==> src/design/dle_pkg.sv <==
// Shared constants and types for the DLE/STX/ETX deframer.
// No dependencies; imported by every module of the block except dle_fifo.
package dle_pkg;

  localparam int STORE_DEPTH_DEFAULT = 64;
  localparam int BODY_START          = 2;
  localparam int MIN_CLOSE_INDEX     = 4;

  localparam logic [7:0] SYM_DLE = 8'h10;
  localparam logic [7:0] SYM_STX = 8'h02;
  localparam logic [7:0] SYM_ETX = 8'h03;

  localparam logic [5:0] BODY_LIMIT_MAX = 6'd59;
  localparam logic [5:0] LIMIT_RESET    = 6'd31;

  typedef struct packed {
    logic valid;
    logic bank;
  } done_t;

endpackage

==> src/design/dle_fifo.sv <==
// Two-entry frame descriptor queue between front and back.
// Depends on nothing beyond its WIDTH parameter.
module dle_fifo #(
  parameter int WIDTH = 8
) (
  input  logic             clk,
  input  logic             rst,
  input  logic             wr_valid,
  input  logic [WIDTH-1:0] wr_data,
  input  logic             rd_pop,
  output logic             empty,
  output logic [WIDTH-1:0] rd_data
);

  logic [WIDTH-1:0] slots [2];
  logic             wptr;
  logic             rptr;
  logic [1:0]       count;
  logic             push;

  assign empty   = (count == 2'd0);
  assign push    = wr_valid && (count != 2'd2);
  assign rd_data = slots[rptr];

  always_ff @(posedge clk) begin
    if (rst) begin
      wptr  <= 1'b0;
      rptr  <= 1'b0;
      count <= 2'd0;
    end else begin
      if (push) begin
        wptr <= ~wptr;
      end
      if (rd_pop && !empty) begin
        rptr <= ~rptr;
      end
      count <= count + {1'b0, push} - {1'b0, rd_pop && !empty};
    end
  end

  always_ff @(posedge clk) begin
    if (push) begin
      slots[wptr] <= wr_data;
    end
  end

endmodule

==> src/design/dle_store.sv <==
// Two-bank frame store: one write port, one registered read port.
// Uses dle_pkg for the default depth.
module dle_store
  import dle_pkg::*;
#(
  parameter int STORE_DEPTH = STORE_DEPTH_DEFAULT
) (
  input  logic                             clk,
  input  logic                             wr_en,
  input  logic [$clog2(STORE_DEPTH):0]     wr_addr,
  input  logic [7:0]                       wr_data,
  input  logic                             rd_en,
  input  logic [$clog2(STORE_DEPTH):0]     rd_addr,
  output logic [7:0]                       rd_data
);

  logic [7:0] mem [2**($clog2(STORE_DEPTH)+1)];

  always_ff @(posedge clk) begin
    if (wr_en) begin
      mem[wr_addr] <= wr_data;
    end
  end

  always_ff @(posedge clk) begin
    if (rd_en) begin
      rd_data <= mem[rd_addr];
    end
  end

endmodule

==> src/design/dle_front.sv <==
// Front part: unstuffs received bytes, fills the current bank, checks frames.
// Uses dle_pkg symbols and done_t; feeds dle_store and dle_fifo.
module dle_front
  import dle_pkg::*;
#(
  parameter int STORE_DEPTH = STORE_DEPTH_DEFAULT
) (
  input  logic                            clk,
  input  logic                            rst,
  input  logic                            in_valid,
  output logic                            in_ready,
  input  logic [7:0]                      in_byte,
  input  logic                            cfg_we,
  input  logic [5:0]                      cfg_value,
  input  done_t                           done,
  output logic                            wr_en,
  output logic [$clog2(STORE_DEPTH):0]    wr_addr,
  output logic [7:0]                      wr_data,
  output logic                            push,
  output logic [$clog2(STORE_DEPTH)+1:0]  push_desc
);

  localparam int AW   = $clog2(STORE_DEPTH);
  localparam int IDXW = AW + 1;
  localparam int CMPW = (IDXW > 6) ? IDXW : 6;

  logic [5:0]      limit;
  logic            pend, pend_next;
  logic [IDXW-1:0] widx, widx_next, widx_inc, body_len;
  logic [7:0]      sum, sum_next, last1, last1_next, last2, last2_next;
  logic            bank, bank_next;
  logic [1:0]      busy, busy_next;
  logic            accept, store_req, close_ok;
  logic [5:0]      eff_limit;

  assign in_ready  = !busy[bank];
  assign accept    = in_valid && in_ready;
  assign widx_inc  = widx + IDXW'(1);
  assign body_len  = widx - IDXW'(MIN_CLOSE_INDEX);
  assign eff_limit = (limit > BODY_LIMIT_MAX) ? BODY_LIMIT_MAX : limit;
  assign close_ok  = (widx >= IDXW'(MIN_CLOSE_INDEX))
                   && (CMPW'(body_len) <= CMPW'(eff_limit))
                   && ((sum - SYM_DLE - last2) == last2);

  assign wr_addr   = {bank, widx[AW-1:0]};
  assign wr_data   = in_byte;
  assign push_desc = {bank, widx - IDXW'(3)};

  always_comb begin
    pend_next  = pend;
    widx_next  = widx;
    sum_next   = sum;
    last1_next = last1;
    last2_next = last2;
    bank_next  = bank;
    busy_next  = busy;
    push       = 1'b0;
    wr_en      = 1'b0;
    store_req  = 1'b0;
    if (done.valid) begin
      busy_next[done.bank] = 1'b0;
    end
    if (accept) begin
      pend_next = 1'b0;
      if (in_byte == SYM_DLE) begin
        if (!pend) begin
          pend_next = 1'b1;
          store_req = 1'b1;
        end
      end else if (pend && in_byte == SYM_STX) begin
        widx_next = IDXW'(BODY_START);
        sum_next  = 8'd0;
      end else if (pend && in_byte == SYM_ETX) begin
        widx_next = '0;
        if (close_ok) begin
          push            = 1'b1;
          busy_next[bank] = 1'b1;
          bank_next       = ~bank;
        end
      end else begin
        store_req = 1'b1;
      end
      if (store_req && widx >= IDXW'(BODY_START)) begin
        wr_en      = 1'b1;
        widx_next  = widx_inc;
        sum_next   = sum + in_byte;
        last1_next = in_byte;
        last2_next = last1;
        if (widx_inc == IDXW'(STORE_DEPTH)) begin
          widx_next = '0;
          pend_next = 1'b0;
        end
      end
    end
  end

  always_ff @(posedge clk) begin
    if (rst) begin
      limit <= LIMIT_RESET;
      pend  <= 1'b0;
      widx  <= '0;
      bank  <= 1'b0;
      busy  <= 2'b00;
    end else begin
      if (cfg_we) begin
        limit <= cfg_value;
      end
      pend <= pend_next;
      widx <= widx_next;
      bank <= bank_next;
      busy <= busy_next;
    end
  end

  always_ff @(posedge clk) begin
    sum   <= sum_next;
    last1 <= last1_next;
    last2 <= last2_next;
  end

endmodule

==> src/design/dle_back.sv <==
// Back part: takes frame descriptors and streams the stored bytes out.
// Uses dle_pkg done_t; reads dle_store, pops dle_fifo.
module dle_back
  import dle_pkg::*;
#(
  parameter int STORE_DEPTH = STORE_DEPTH_DEFAULT
) (
  input  logic                            clk,
  input  logic                            rst,
  input  logic                            q_empty,
  input  logic [$clog2(STORE_DEPTH)+1:0]  q_desc,
  output logic                            q_pop,
  output logic                            rd_en,
  output logic [$clog2(STORE_DEPTH):0]    rd_addr,
  output logic                            out_valid,
  input  logic                            out_ready,
  output logic                            out_last,
  output done_t                           done
);

  localparam int AW   = $clog2(STORE_DEPTH);
  localparam int IDXW = AW + 1;

  logic            active;
  logic            cur_bank;
  logic [IDXW-1:0] k, cnt, k_addr;
  logic            advance, last_item;

  assign advance   = !out_valid || out_ready;
  assign last_item = (k == cnt - IDXW'(1));
  assign q_pop     = !active && !q_empty;
  assign rd_en     = advance && active;
  assign k_addr    = k + IDXW'(BODY_START);
  assign rd_addr   = {cur_bank, k_addr[AW-1:0]};
  assign done.valid = advance && active && last_item;
  assign done.bank  = cur_bank;

  always_ff @(posedge clk) begin
    if (rst) begin
      active    <= 1'b0;
      out_valid <= 1'b0;
      out_last  <= 1'b0;
    end else begin
      if (q_pop) begin
        active <= 1'b1;
      end
      if (advance) begin
        out_valid <= active;
        out_last  <= active && last_item;
        if (active && last_item) begin
          active <= 1'b0;
        end
      end
    end
  end

  always_ff @(posedge clk) begin
    if (q_pop) begin
      cur_bank <= q_desc[IDXW];
      cnt      <= q_desc[IDXW-1:0];
      k        <= '0;
    end else if (rd_en) begin
      k <= k + IDXW'(1);
    end
  end

endmodule

==> src/design/dle_frame_deframer_checksum.sv <==
// DLE/STX/ETX deframer with 8-bit additive checksum, top level.
// Input: one byte per cycle; tready drops only while both store banks hold frames
// not yet drained. Output: the closing ETX queues a descriptor, then bytes stream
// out one per cycle while m_axis_tready holds, idle between frames for a queue pop.
// Reset: synchronous, clears control and sets the body limit to 31; store undefined.
module dle_frame_deframer_checksum
  import dle_pkg::*;
#(
  parameter int STORE_DEPTH = STORE_DEPTH_DEFAULT
) (
  input  logic       clk,
  input  logic       rst,
  input  logic       s_axis_tvalid,
  output logic       s_axis_tready,
  input  logic [7:0] s_axis_tdata,   // [7:0] rx_byte
  output logic       m_axis_tvalid,
  input  logic       m_axis_tready,
  output logic [7:0] m_axis_tdata,   // [7:0] out_byte
  output logic       m_axis_tlast,
  input  logic       cfg_valid,
  output logic       cfg_ready,
  input  logic [5:0] cfg_data        // [5:0] max_body_len
);

  localparam int AW   = $clog2(STORE_DEPTH);
  localparam int DESW = AW + 2;

  logic            wr_en, rd_en, push, q_pop, q_empty;
  logic [AW:0]     wr_addr, rd_addr;
  logic [7:0]      wr_data;
  logic [DESW-1:0] push_desc, q_desc;
  done_t           done;

  assign cfg_ready = 1'b1;

  dle_front #(.STORE_DEPTH(STORE_DEPTH)) u_front (
    .clk       (clk),
    .rst       (rst),
    .in_valid  (s_axis_tvalid),
    .in_ready  (s_axis_tready),
    .in_byte   (s_axis_tdata),
    .cfg_we    (cfg_valid),
    .cfg_value (cfg_data),
    .done      (done),
    .wr_en     (wr_en),
    .wr_addr   (wr_addr),
    .wr_data   (wr_data),
    .push      (push),
    .push_desc (push_desc)
  );

  dle_fifo #(.WIDTH(DESW)) u_fifo (
    .clk      (clk),
    .rst      (rst),
    .wr_valid (push),
    .wr_data  (push_desc),
    .rd_pop   (q_pop),
    .empty    (q_empty),
    .rd_data  (q_desc)
  );

  dle_store #(.STORE_DEPTH(STORE_DEPTH)) u_store (
    .clk     (clk),
    .wr_en   (wr_en),
    .wr_addr (wr_addr),
    .wr_data (wr_data),
    .rd_en   (rd_en),
    .rd_addr (rd_addr),
    .rd_data (m_axis_tdata)
  );

  dle_back #(.STORE_DEPTH(STORE_DEPTH)) u_back (
    .clk       (clk),
    .rst       (rst),
    .q_empty   (q_empty),
    .q_desc    (q_desc),
    .q_pop     (q_pop),
    .rd_en     (rd_en),
    .rd_addr   (rd_addr),
    .out_valid (m_axis_tvalid),
    .out_ready (m_axis_tready),
    .out_last  (m_axis_tlast),
    .done      (done)
  );

endmodule

==> config.mk <==
export PLATFORM = sky130hd
export DESIGN_NAME = dle_frame_deframer_checksum
export DESIGN_NICKNAME = d
export VERILOG_FILES = /design/src/design/dle_pkg.sv /design/src/design/dle_fifo.sv /design/src/design/dle_store.sv /design/src/design/dle_front.sv /design/src/design/dle_back.sv /design/src/design/dle_frame_deframer_checksum.sv
export SDC_FILE = /design/constraint.sdc
export NUM_CORES = 1
export LEC_CHECK = 0
export BUFFER_PORTS_ARGS = -buffer_cell sky130_fd_sc_hd__buf_2
export CAP_MARGIN = 20
export CORE_MARGIN = 2
export CORE_UTILIZATION = 53
export CTS_CLUSTER_SIZE = 28
export DETAILED_ROUTE_END_ITERATION = 7
export PLACE_DENSITY_LB_ADDON = 0.08
export SYNTH_ARGS = -nofsm -noshare
export SYNTH_HDL_FRONTEND = slang
export SYNTH_SLANG_ARGS = --single-unit
==> constraint.sdc <==
create_clock -name clk -period 5.21 [get_ports clk]
set_input_delay 0.2605 -clock clk [delete_from_list [all_inputs] [get_ports clk]]
set_output_delay 0.2605 -clock clk [all_outputs]
set_load 0.1 [all_outputs]
# Word-level counts from Yosys, hierarchy flattened
# Memories as Yosys holds them, arrays and structs flattened. A register that Yosys moved wholly into a read port is not among the register bits.
# Cells that the tools add are included.
totals:
  ff_bits: 55
  memories: 2
  output_inout_bits: 12
  mem_bits_rw: 1040
mem_list:
  columns: ["memory", "depth", "width", "read_ports", "rd_clocked_by_memory_dff", "write_ports", "line", "text"]
  rows:
  - ["u_store.mem", 128, 8, 1, 1, 1, "dle_store.sv:17", "logic [7:0] mem [2**($clog2(STORE_DEPTH)+1)];"]
  - ["u_fifo.slots", 2, 8, 1, 1, 1, "dle_fifo.sv:15", "logic [WIDTH-1:0] slots [2];"]
op_classes:
  muxes: 43
  reduce_logical: 26
  eq_ne: 8
  n_addsub: 11
  bitwise: 8
  order_cmp: 8
op_table:
  columns: ["cell", "n"]
  rows:
  - ["7-bit two-way mux", 5]
  - ["1-bit two-way mux", 26]
  - ["8-bit two-way mux", 3]
  - ["8-bit by 2-bit == test with 1-bit output (second input constant)", 2]
  - ["7-bit by 1-bit adder with 7-bit output (second input constant)", 2]
  - ["1-bit logical AND", 14]
  - ["2-bit two-way mux", 6]
  - ["8-bit adder", 1]
  - ["8-bit by 5-bit == test with 1-bit output (second input constant)", 1]
  - ["8-bit == test", 1]
  - ["8-bit by 5-bit subtractor with 8-bit output (second input constant)", 1]
  - ["8-bit subtractor", 1]
  - ["7-bit == test", 1]
  - ["7-bit == test (second input constant)", 1]
  - ["7-bit by 2-bit greater-or-equal comparator with 1-bit output (second input constant)", 1]
  - ["7-bit by 3-bit greater-or-equal comparator with 1-bit output (second input constant)", 1]
  - ["7-bit by 6-bit less-or-equal comparator with 1-bit output", 1]
  - ["7-bit by 1-bit subtractor with 7-bit output (second input constant)", 1]
  - ["7-bit by 2-bit subtractor with 7-bit output (second input constant)", 1]
  - ["7-bit by 3-bit subtractor with 7-bit output (second input constant)", 1]
  - ["6-bit by 2-bit adder with 6-bit output (second input constant)", 1]
  - ["6-bit > comparator (second input constant)", 1]
  - ["6-bit two-way mux", 1]
  - ["3-bit AND reduction", 2]
  - ["other kinds (17)", 28]

# Longest topological paths before layout
# Gate-level depths: netlist (run 1).
logic_depth:
  depth_word: 13
  mapped_depth: 16
  depth_no_buf: 16

# Modules after synthesis
# A second synthesis (run 1) with hierarchy kept.
hier_totals:
  cells_unflattened: 2076
  area_unflattened_um2: 44297.5
modules_own_cells:
  columns: ["mod", "seq_area_each_um2", "cells_each", "instances", "area_per_inst_um2"]
  rows:
  - ["dle_store", 30989.7, 1635, 1, 39745.6]
  - ["dle_front", 1001.0, 300, 1, 2802.7]
  - ["dle_back", 440.4, 89, 1, 917.1]
  - ["dle_fifo", 580.6, 50, 1, 820.8]
  - ["dle_frame_deframer_checksum", 0.0, 2, 1, 11.3]

# Worst setup path before layout (run 1)
# OpenSTA, ideal clock, no wires.
synth_timing:
  path_type: "flip-flop to flip-flop"
  from: "register u_front.bank"
  to: "memory u_store.mem[107][0], enable pin"
  setup_slack_ps: 497
  required_ps: 4840
  t_arrival_ps: 4343
  path_stages_with_launch: 8
  path_cell_list: "dfxtp_1 > buf_2 > mux2i_1 > nand2_1 > nor2_2 > nand4_1 > clkbuf_1 > nor2_1"
synth_via:
  elab_chain_len: 7
synth_lines:
  columns: ["item", "line", "text"]
  rows:
  - ["start: declaration", "dle_front.sv:31", "logic bank, bank_next;"]
  - ["start signal: assignment", "dle_front.sv:110", "bank <= bank_next;"]
  - ["1-bit two-way mux (not written as such) (2 in a row)", "dle_front.sv:36", "assign in_ready = !busy[bank];"]
  - ["1-bit logical NOT", "dle_front.sv:36", null]
  - ["named net s_axis_tready", "dle_frame_deframer_checksum.sv:14", "output logic s_axis_tready,"]
  - ["1-bit logical AND", "dle_front.sv:37", "assign accept = in_valid && in_ready;"]
  - ["1-bit two-way mux", "dle_front.sv:63", "if (accept) begin"]
  - ["named net u_front.wr_en", "dle_front.sv:16", "output logic wr_en,"]
  - ["1-bit two-way mux", "dle_store.sv:20", "if (wr_en) begin"]
  - ["1-bit two-way mux (not written as such)", "dle_store.sv:21", "mem[wr_addr] <= wr_data;"]
  - ["end: declaration", "dle_store.sv:17", null]
# The timed path passes the listed nets, and every way through them passes these cells. The select of a mux whose other input is x is not followed.

# Final worst setup path (run 1)
layout_timing:
  from: "register u_front.widx[3]"
  to: "memory u_store.mem[125][0], enable pin"
layout_via:
  elab_chain_len: 6
layout_lines:
  columns: ["item", "line", "text"]
  rows:
  - ["start: declaration", "dle_front.sv:29", "logic [IDXW-1:0] widx, widx_next, widx_inc, body_len;"]
  - ["start signal: assignment", "dle_front.sv:109", "widx <= widx_next;"]
  - ["7-bit by 2-bit greater-or-equal comparator with 1-bit output", "dle_front.sv:83", "if (store_req && widx >= IDXW'(BODY_START)) begin"]
  - ["1-bit logical AND", "dle_front.sv:83", null]
  - ["1-bit two-way mux", "dle_front.sv:83", null]
  - ["1-bit two-way mux", "dle_front.sv:63", null]
  - ["named net u_front.wr_en", "dle_front.sv:16", null]
  - ["1-bit two-way mux", "dle_store.sv:20", null]
  - ["1-bit two-way mux (not written as such)", "dle_store.sv:21", null]
# The timed path passes the listed nets, and every way through them passes these cells.

==> results.txt, run 1 <==
----------------------------------------------------
[Die]
  Die footprint ... 85,800 sq um
  Core Box Area ... 82,400 sq um
  I/O pin count ... 31
  Cell Rows ... 105
  Die width ... 293 microns
  Initial standard-cell utilization of the core ... 0.537
  Die span in y ... 293 microns

[Timing]
  Endpoints failing setup ... 0
  Highest clock frequency the design can meet ... 262 MHz
  Unrepaired setup endpoints after global routing ... no
  Final TNS setup ... 0 ps
  Final critical path time including I/O delays and setup ... 3820 ps
  Final Hold Viols ... 0
  Final number of max-transition violations ... 0
  Slew Limit Headroom ... 0.247
  Period utilisation layout ... 0.733
  Pin slew with the least headroom to its limit ... 1130 ps
  Worst clock skew ... 15.2 ps

[Logic synthesis]
  Warning count from the yosys run ... 0
  Average size of a mapped cell ... 19.6 sq um
  Seq cells post-synth ... 1,109
  Share of the yosys chip area belonging to registers ... 0.746
  Most frequent cell after synthesis ... sky130_fd_sc_hd__edfxtp_1
  Share of async-settable or async-resettable flops after synthesis ... 0
  Cell area after technology mapping ... 44,200 sq um
  Distinct cell type count after synthesis ... 71
  Number of nets produced by synthesis ... 2,318
  Most frequently used flop master after synthesis ... sky130_fd_sc_hd__edfxtp_1
  Number of enable-type register cells in the synthesized netlist ... 1,078
  Main area contributors after synthesis ... sky130_fd_sc_hd__edfxtp_1 73%, sky130_fd_sc_hd__mux4_2 15%, sky130_fd_sc_hd__nor2_1 1.5%, sky130_fd_sc_hd__nand2_1 1.4%, sky130_fd_sc_hd__dfxtp_1 1.4%
  Synth top area share ... 0.732
  Synthesized netlist cell count ... 2,261
  Cell taking the most area after synthesis ... sky130_fd_sc_hd__edfxtp_1
  Most instantiated cells after synthesis ... 1,078 x sky130_fd_sc_hd__edfxtp_1, 288 x sky130_fd_sc_hd__mux4_2, 174 x sky130_fd_sc_hd__nor2_1

[Clock tree]
  Number of gates resized after CTS ... 0
  H-tree levels ... 3
  Clock tree root buffer cell ... sky130_fd_sc_hd__clkbuf_16
  Cts bufs inserted ... 110
  Clock transition at path regs ... 60 ps
  Clk_lat worst skew ... 670 ps
  Setup repair bufs after CTS ... 0
  Sink Count ... 1,109
  Maximum buffer depth of the clock tree ... 3
  # hold bufs at CTS ... 22
  TritonCTS clock tree ... yes

[Placed design]
  Sum of net half-perimeters after detailed placement ... 64.8 mm
  Final GP Congestion ... 0.848
  Number of I/O port buffers ... 29

[Setup path]
  Destination of the worst register-to-register timing path ... u_store.mem[125][0]
  Critical path cell sequence ... inv_1 > ha_1 > a2111oi_0 > nand2_1 > o31ai_4 > buf_4 > nor2_2 > nand4b_1 > buf_4 > nor2_1
  Category of the worst setup path launch point ... flop
  Data required time at the worst endpoint ... 5500 ps
  Instance count on the critical path ... 10
  Critical Path Most Common Cell ... sky130_fd_sc_hd__buf_4
  Crit-path max cell delay ... 810 ps
  Top Family by Delay on Critical Path ... simple AND/OR/NAND/NOR gates
  Buffers & Inverters on Critical Path ... 3
  Count of cells along the worst register-to-register path ... 10
  R2r startpoint ... u_front.widx[3]
  CP startpoint ... u_front.widx[3]
  Worst endpoint data arrival time ... 4110 ps
  Internal reg-to-reg setup slack ... 1390 ps
  Nature of the critical path endpoint ... flop
  Cell with the largest stage delay on the worst path ... sky130_fd_sc_hd__nor2_2
  Type of the worst setup path ... reg2reg
  Max Fanout on Critical Path ... 22
  Worst setup path endpoint ... u_store.mem[125][0]

[Detailed routing]
  Final wirelength ... 106 mm
  Iteration-0 DRC Markers ... 2,483
  Vias ... 21,900
  Routed len/inst ... 30.1 microns
  Initial DRT Pass Iterations ... 5
  Via/cell ratio ... 6.22
  Count of nets left with antenna violations after detail routing ... 0
  Number of design rule violations left after detail routing ... 0

[Pwr]
  Cell Pwr Density ... 358 nW/um^2
  Leakage power summed over all cells ... 0.0152 uW
  Worst voltage drop across the vdd grid ... 0.000240 V

[Global routing]
  Initial antenna violation count ... 3
  First-pass GRT wire length ... 156 mm
  Number of global-route vias before repair ... 22,700
  Gr usage total ... 0.253
  GR Overflow Total ... 0
  Pin count of the biggest net entering global routing ... 89

[Final layout]
  Fraction of layout instances using a drive strength above 1 ... 0.224
  Relative area change from synthesis to final layout ... 11.8%
  Post-layout utilization of the core ... 0.600
  Number of inserted filler cells in the final layout ... 5,838
  Final net count ... 2,420

[Flow run]
  Max-capacitance violation count ... 0

[Hold path]
  Hold Path Class ... in2reg

[Outcome]
  Run status ... finished, final reports clean

----------------------------------------------------
## layer usage
layer	routed length (microns)	part of all wire	vias up	global-route usage
met5	13	0.00012	-	0
met4	4000	0.038	2	0.0947
met3	7960	0.075	197	0.0564
met2	50500	0.48	878	0.397
met1	43700	0.41	11500	0.352
li1	-	-	9362	-
## worst min-delay path by stage
| stage | slack (ps) | endpoint | cells past startpoint | startpoint |
|---|---|---|---|---|
| floorplan | 360 | u_front.last1[0] | 0 | s_axis_tdata[0] |
| global placement | 400 | u_front.last2[1] | 0 | u_front.last1[1] |
| detailed placement | 410 | u_front.last2[2] | 0 | u_front.last1[2] |
| CTS | 30 | u_store.mem[112][3] | 2 | s_axis_tdata[3] |
| global route | 40 | u_store.mem[112][3] | 2 | s_axis_tdata[3] |
| finish | 60 | u_store.mem[112][3] | 2 | s_axis_tdata[3] |
## through the flow
step           cells  instance area [sq um]  worst slack (ps)  hold WS, ps  power (uW)
2_1_floorplan   2261                  44200               497          359       10000
3_3_place_gp    3299                  45700              1480          403       10200
3_5_place_dp    3299                  45700              1360          405       10200
4_1_cts         3525                  49500              1360         26.2       17800
5_1_grt         3525                  49500              1060         35.3       18200
6_report        3527                  49500              1390         63.1       17700
## power by group
| group | switching [uW] | internal, uW | total (uW) |
|---|---|---|---|
| Clock | 3280 | 4430 | 7710 |
| Sequential | 2.65 | 9770 | 9780 |
| Combinational | 195 | 42.2 | 237 |
## cell usage in the layout (no fill, tap or decap), types with 24 or more instances in the layout
cell type                   instances
sky130_fd_sc_hd__nor2_1           174
sky130_fd_sc_hd__dfxtp_1           29
sky130_fd_sc_hd__clkbuf_1          24
sky130_fd_sc_hd__nand3_1           66
sky130_fd_sc_hd__edfxtp_1        1078
sky130_fd_sc_hd__nand4_1           33
sky130_fd_sc_hd__buf_4             52
sky130_fd_sc_hd__mux4_2           288
sky130_fd_sc_hd__clkinv_2          28
sky130_fd_sc_hd__inv_1             41
sky130_fd_sc_hd__nand2_1          169
sky130_fd_sc_hd__clkbuf_16        113
sky130_fd_sc_hd__ha_1              35
## layout make-up
| type | instances | area, sq um | area share |
|---|---|---|---|
| diodes | 2 | 5.00 | 0.000101 |
| clock buffers | 139 | 2950 | 0.0596 |
| clock inverters | 65 | 554 | 0.0112 |
| inverters | 42 | 158 | 0.00319 |
| multi-input cells | 998 | 10600 | 0.214 |
| flip-flops and latches | 1109 | 33000 | 0.667 |
| well taps | 1070 | 1340 | 0.0271 |
| repair buffers | 102 | 856 | 0.0173 |
## logic make-up (layout without fill, tap and decap cells)
logic type | after synthesis | after routing | synth area share
compound gates | 109 | 109 | 0.0178
flops | 1109 | 1109 | 0.746
simple gates | 501 | 501 | 0.0502
buf+inv | 154 | 348 | 0.0154
other cells | 1 | 3 | 0.0000848
mux | 305 | 305 | 0.151
xor+xnor | 44 | 44 | 0.00888
fa+ha+maj | 38 | 38 | 0.0111
## flip-flops by register name (all words and copies together), names as in the netlist
| signal | flops |
|---|---|
| u_back.active | 1 |
| u_back.cnt | 7 |
| u_back.cur_bank | 1 |
| u_back.k | 7 |
| u_back.out_last | 1 |
| u_back.out_valid | 1 |
| u_fifo.count | 2 |
| u_fifo.rptr | 1 |
| u_fifo.slots | 16 |
| u_fifo.wptr | 1 |
| u_front.bank | 1 |
| u_front.busy | 2 |
| u_front.last1 | 7 |
| u_front.last2 | 7 |
| u_front.limit | 6 |
| u_front.pend | 1 |
| u_front.sum | 8 |
| u_front.widx | 7 |
| u_store.mem | 1024 |
| u_store.rd_data | 8 |
## worst register-to-register path, delay by kind of cell (launching register included)
family	cells	cell delay, ps
flip-flops	1	460
AND/OR/NAND/NOR	4	1810
adder cells (fa/ha/maj)	1	210
AO/OA/AOI/OAI	2	170
buffers and inverters	3	810
(Power assumes the default switching activity.)
==> run 2, diff against run 1 <==
==> constraint.sdc (replaced) <==
create_clock -name clk -period 3.4 [get_ports clk]
set_input_delay 0.17 -clock clk [delete_from_list [all_inputs] [get_ports clk]]
set_output_delay 0.17 -clock clk [all_outputs]
set_load 0.1 [all_outputs]
==> run 2 against run 1 <==
  * Design area up 1.2%
  * Total power up 53%
  * Critical path type unchanged
  * Sequential share of layout area down 0.77 points
==> results.txt, run 2 (synthesis results as in run 1) <==
----------------------------------------------------
[Setup path]
  Category of the worst setup path launch point ... flop (unchanged)
  Count of cells along the worst register-to-register path ... 12 (was 10)
  Crit-path max cell delay ... 560 ps (was 810 ps)
  Cell with the largest stage delay on the worst path ... sky130_fd_sc_hd__or4_4 (was sky130_fd_sc_hd__nor2_2)
  Critical path cell sequence ... ha_1 > ha_2 > inv_2 > fa_1 > xor2_1 > nand4_1 > a2111oi_4 > nand2b_1 > or4_4 > buf_6 > nor3_4 > buf_6 (was inv_1 > ha_1 > a2111oi_0 > nand2_1 > o31ai_4 > buf_4 > nor2_2 > nand4b_1 > buf_4 > nor2_1)
  Max Fanout on Critical Path ... 8 (was 22)
  Data required time at the worst endpoint ... 3770 ps (was 5500 ps)
  Worst endpoint data arrival time ... 3760 ps (was 4110 ps)
  Nature of the critical path endpoint ... flop (unchanged)
  Instance count on the critical path ... 12 (was 10)
  Critical Path Most Common Cell ... sky130_fd_sc_hd__buf_6 (was sky130_fd_sc_hd__buf_4)
  Buffers & Inverters on Critical Path ... 3 (unchanged)
  Type of the worst setup path ... reg2reg (unchanged)
  Top Family by Delay on Critical Path ... simple AND/OR/NAND/NOR gates (unchanged)

[Timing]
  Endpoints failing setup ... 0 (unchanged)
  Final critical path time including I/O delays and setup ... 3390 ps (was 3820 ps)
  Unrepaired setup endpoints after global routing ... yes (was no)
  Pin slew with the least headroom to its limit ... 1100 ps (was 1130 ps)
  Period utilisation layout ... 0.997 (was 0.733)
  Worst-case setup margin in the final layout ... 10.5 ps (was 1390 ps)
  Highest clock frequency the design can meet ... 295 MHz (was 262 MHz)
  Final Hold Viols ... 0 (unchanged)
  Worst clock skew ... 35.8 ps (was 15.2 ps)
  Final number of max-transition violations ... 0 (unchanged)
  Slew Limit Headroom ... 0.268 (was 0.247)

[Detailed routing]
  Iteration-0 DRC Markers ... 2,391 (was 2,483)
  Count of nets left with antenna violations after detail routing ... 0 (unchanged)
  Final wirelength ... 102 mm (was 106 mm)
  Vias ... 22,200 (was 21,900)
  Initial DRT Pass Iterations ... 5 (unchanged)
  Routed len/inst ... 28.6 microns (was 30.1 microns)
  Via/cell ratio ... 6.21 (was 6.22)
  Number of design rule violations left after detail routing ... 0 (unchanged)

[Global routing]
  Initial antenna violation count ... 2 (was 3)
  Number of global-route vias before repair ... 22,400 (was 22,700)
  Pin count of the biggest net entering global routing ... 93 (was 89)
  GR Overflow Total ... 0 (unchanged)
  First-pass GRT wire length ... 150 mm (was 156 mm)
  Gr usage total ... 0.243 (was 0.253)

[Die]
  Cell Rows ... 105 (unchanged)
  Initial standard-cell utilization of the core ... 0.537 (unchanged)
  Core Box Area ... 82,400 sq um (unchanged)
  I/O pin count ... 31 (unchanged)
  Die width ... 293 microns (unchanged)
  Die footprint ... 85,800 sq um (unchanged)
  Die span in y ... 293 microns (unchanged)

[Flow run]
  Max-capacitance violation count ... 0 (unchanged)

[Placed design]
  Worst-case setup slack after placement ... -142 ps (was 1360 ps)
  Number of I/O port buffers ... 29 (unchanged)
  Sum of net half-perimeters after detailed placement ... 62.4 mm (was 64.8 mm)
  Final GP Congestion ... 0.829 (was 0.848)
  Post-Place Cell Area ... 46,200 sq um (was 45,700 sq um)

[Pwr]
  Cell Pwr Density ... 543 nW/um^2 (was 358 nW/um^2)
  Overall power of the completed layout ... 27,200 uW (was 17,700 uW)
  Worst voltage drop across the vdd grid ... 0.000472 V (was 0.000240 V)
  Leakage power summed over all cells ... 0.0155 uW (was 0.0152 uW)

[Hold path]
  Hold Path Class ... in2reg (unchanged)
  Number of instances on the worst hold path ... 4 (was 2)

[Final layout]
  Final net count ... 2,463 (was 2,420)
  Number of flip-flops under the largest register name ... 1,024 (unchanged)
  Regs by FF count ... u_store.mem (1024), u_fifo.slots (16) (unchanged)
  Fraction of layout instances using a drive strength above 1 ... 0.240 (was 0.224)
  Relative area change from synthesis to final layout ... 13.1% (was 11.8%)
  Number of inserted filler cells in the final layout ... 5,838 (unchanged)
  Multi-input combinational cell area ... 10,700 sq um (was 10,600 sq um)
  Most flops, register ... u_store.mem (unchanged)
  Most frequent cells in the layout ... 1,078 x sky130_fd_sc_hd__edfxtp_1, 288 x sky130_fd_sc_hd__mux4_2, 173 x sky130_fd_sc_hd__nor2_1 (was 1,078 x sky130_fd_sc_hd__edfxtp_1, 288 x sky130_fd_sc_hd__mux4_2, 174 x sky130_fd_sc_hd__nor2_1)
  Sequential cell area ... 33,000 sq um (unchanged)
  Most common library cell in the layout ignoring fill and taps ... sky130_fd_sc_hd__edfxtp_1 (unchanged)
  Non-Filler Cell Area, Final ... 50,000 sq um (was 49,500 sq um)

[Clock tree]
  Clock tree root buffer cell ... sky130_fd_sc_hd__clkbuf_16 (unchanged)
  Sink Count ... 1,109 (unchanged)
  Clk_lat worst skew ... 680 ps (was 670 ps)
  Maximum buffer depth of the clock tree ... 3 (unchanged)
  Cts bufs inserted ... 111 (was 110)
  TritonCTS clock tree ... yes (unchanged)
  Clock transition at path regs ... 60 ps (about the same)
  H-tree levels ... 3 (unchanged)

[Outcome]
  Run status ... finished, final reports clean (unchanged)

----------------------------------------------------
-- run 2: power breakdown --
group / internal (uW) / switching [uW] / leakage [uW]
clock: 6860 / 5010 / 0.00172
combinational: 64.5 / 274 / 0.00381
sequential: 15000 / 3.72 / 0.00992
total: 21900 / 5290 / 0.0155
-- run 2: stage by stage --
stage          std cells  setup TNS [ps]  hold slack (ps)   util
4_1_cts             3568               0             49.1  0.607
3_3_place_gp        3339            -890              385  0.561
6_report            3571               0             54.9  0.607
3_5_place_dp        3339           -2300              392  0.561
5_1_grt             3569           -1570             97.8  0.607
2_1_floorplan       2261            -280              269      -
-- run 2: tightest hold or removal path, delay by kind of cell --
kind	cells	cell delay, ps
fa+ha+maj	1	140
buf+inv	2	170
simple gates	1	100
-- run 2: layer usage --
layer  global-route usage  up-vias  share of wire
met3               0.0409      160          0.071
met4               0.0708        2          0.028
li1                     -     9467              -
met2                0.386      791           0.49
met5                    0        -        0.00013
met1                0.352    11800           0.41
-- run 2: path summary, 6_finish.rpt --
check / from / to / slack (ps)
setup / recovery: u_front.sum[1] / u_fifo.slots[1][0] / 10
hold / removal: s_axis_tdata[0] / u_front.sum[0] / 50
setup reg to reg: u_front.sum[1] / u_fifo.slots[1][0] / 10
hold reg to reg: u_front.last1[5] / u_front.last2[5] / 420
-- run 2: cell type report --
cell class | count | area share
antenna | 2 | 0.000100
tap | 1070 | 0.0268
timing repair buffer | 144 | 0.0266
multi-input combinational | 998 | 0.213
clock buffer | 140 | 0.0589
inverter | 42 | 0.00315
clock inverter | 66 | 0.0116
sequential | 1109 | 0.659
-- run 2: timing repair --
action,CTS,global route
buffers inserted,2,1
hold endpoints to repair,45,0
endpoints found under the setup margin,17,19
resized for setup,6,8
pin swaps,8,3
hold buffers,21,0
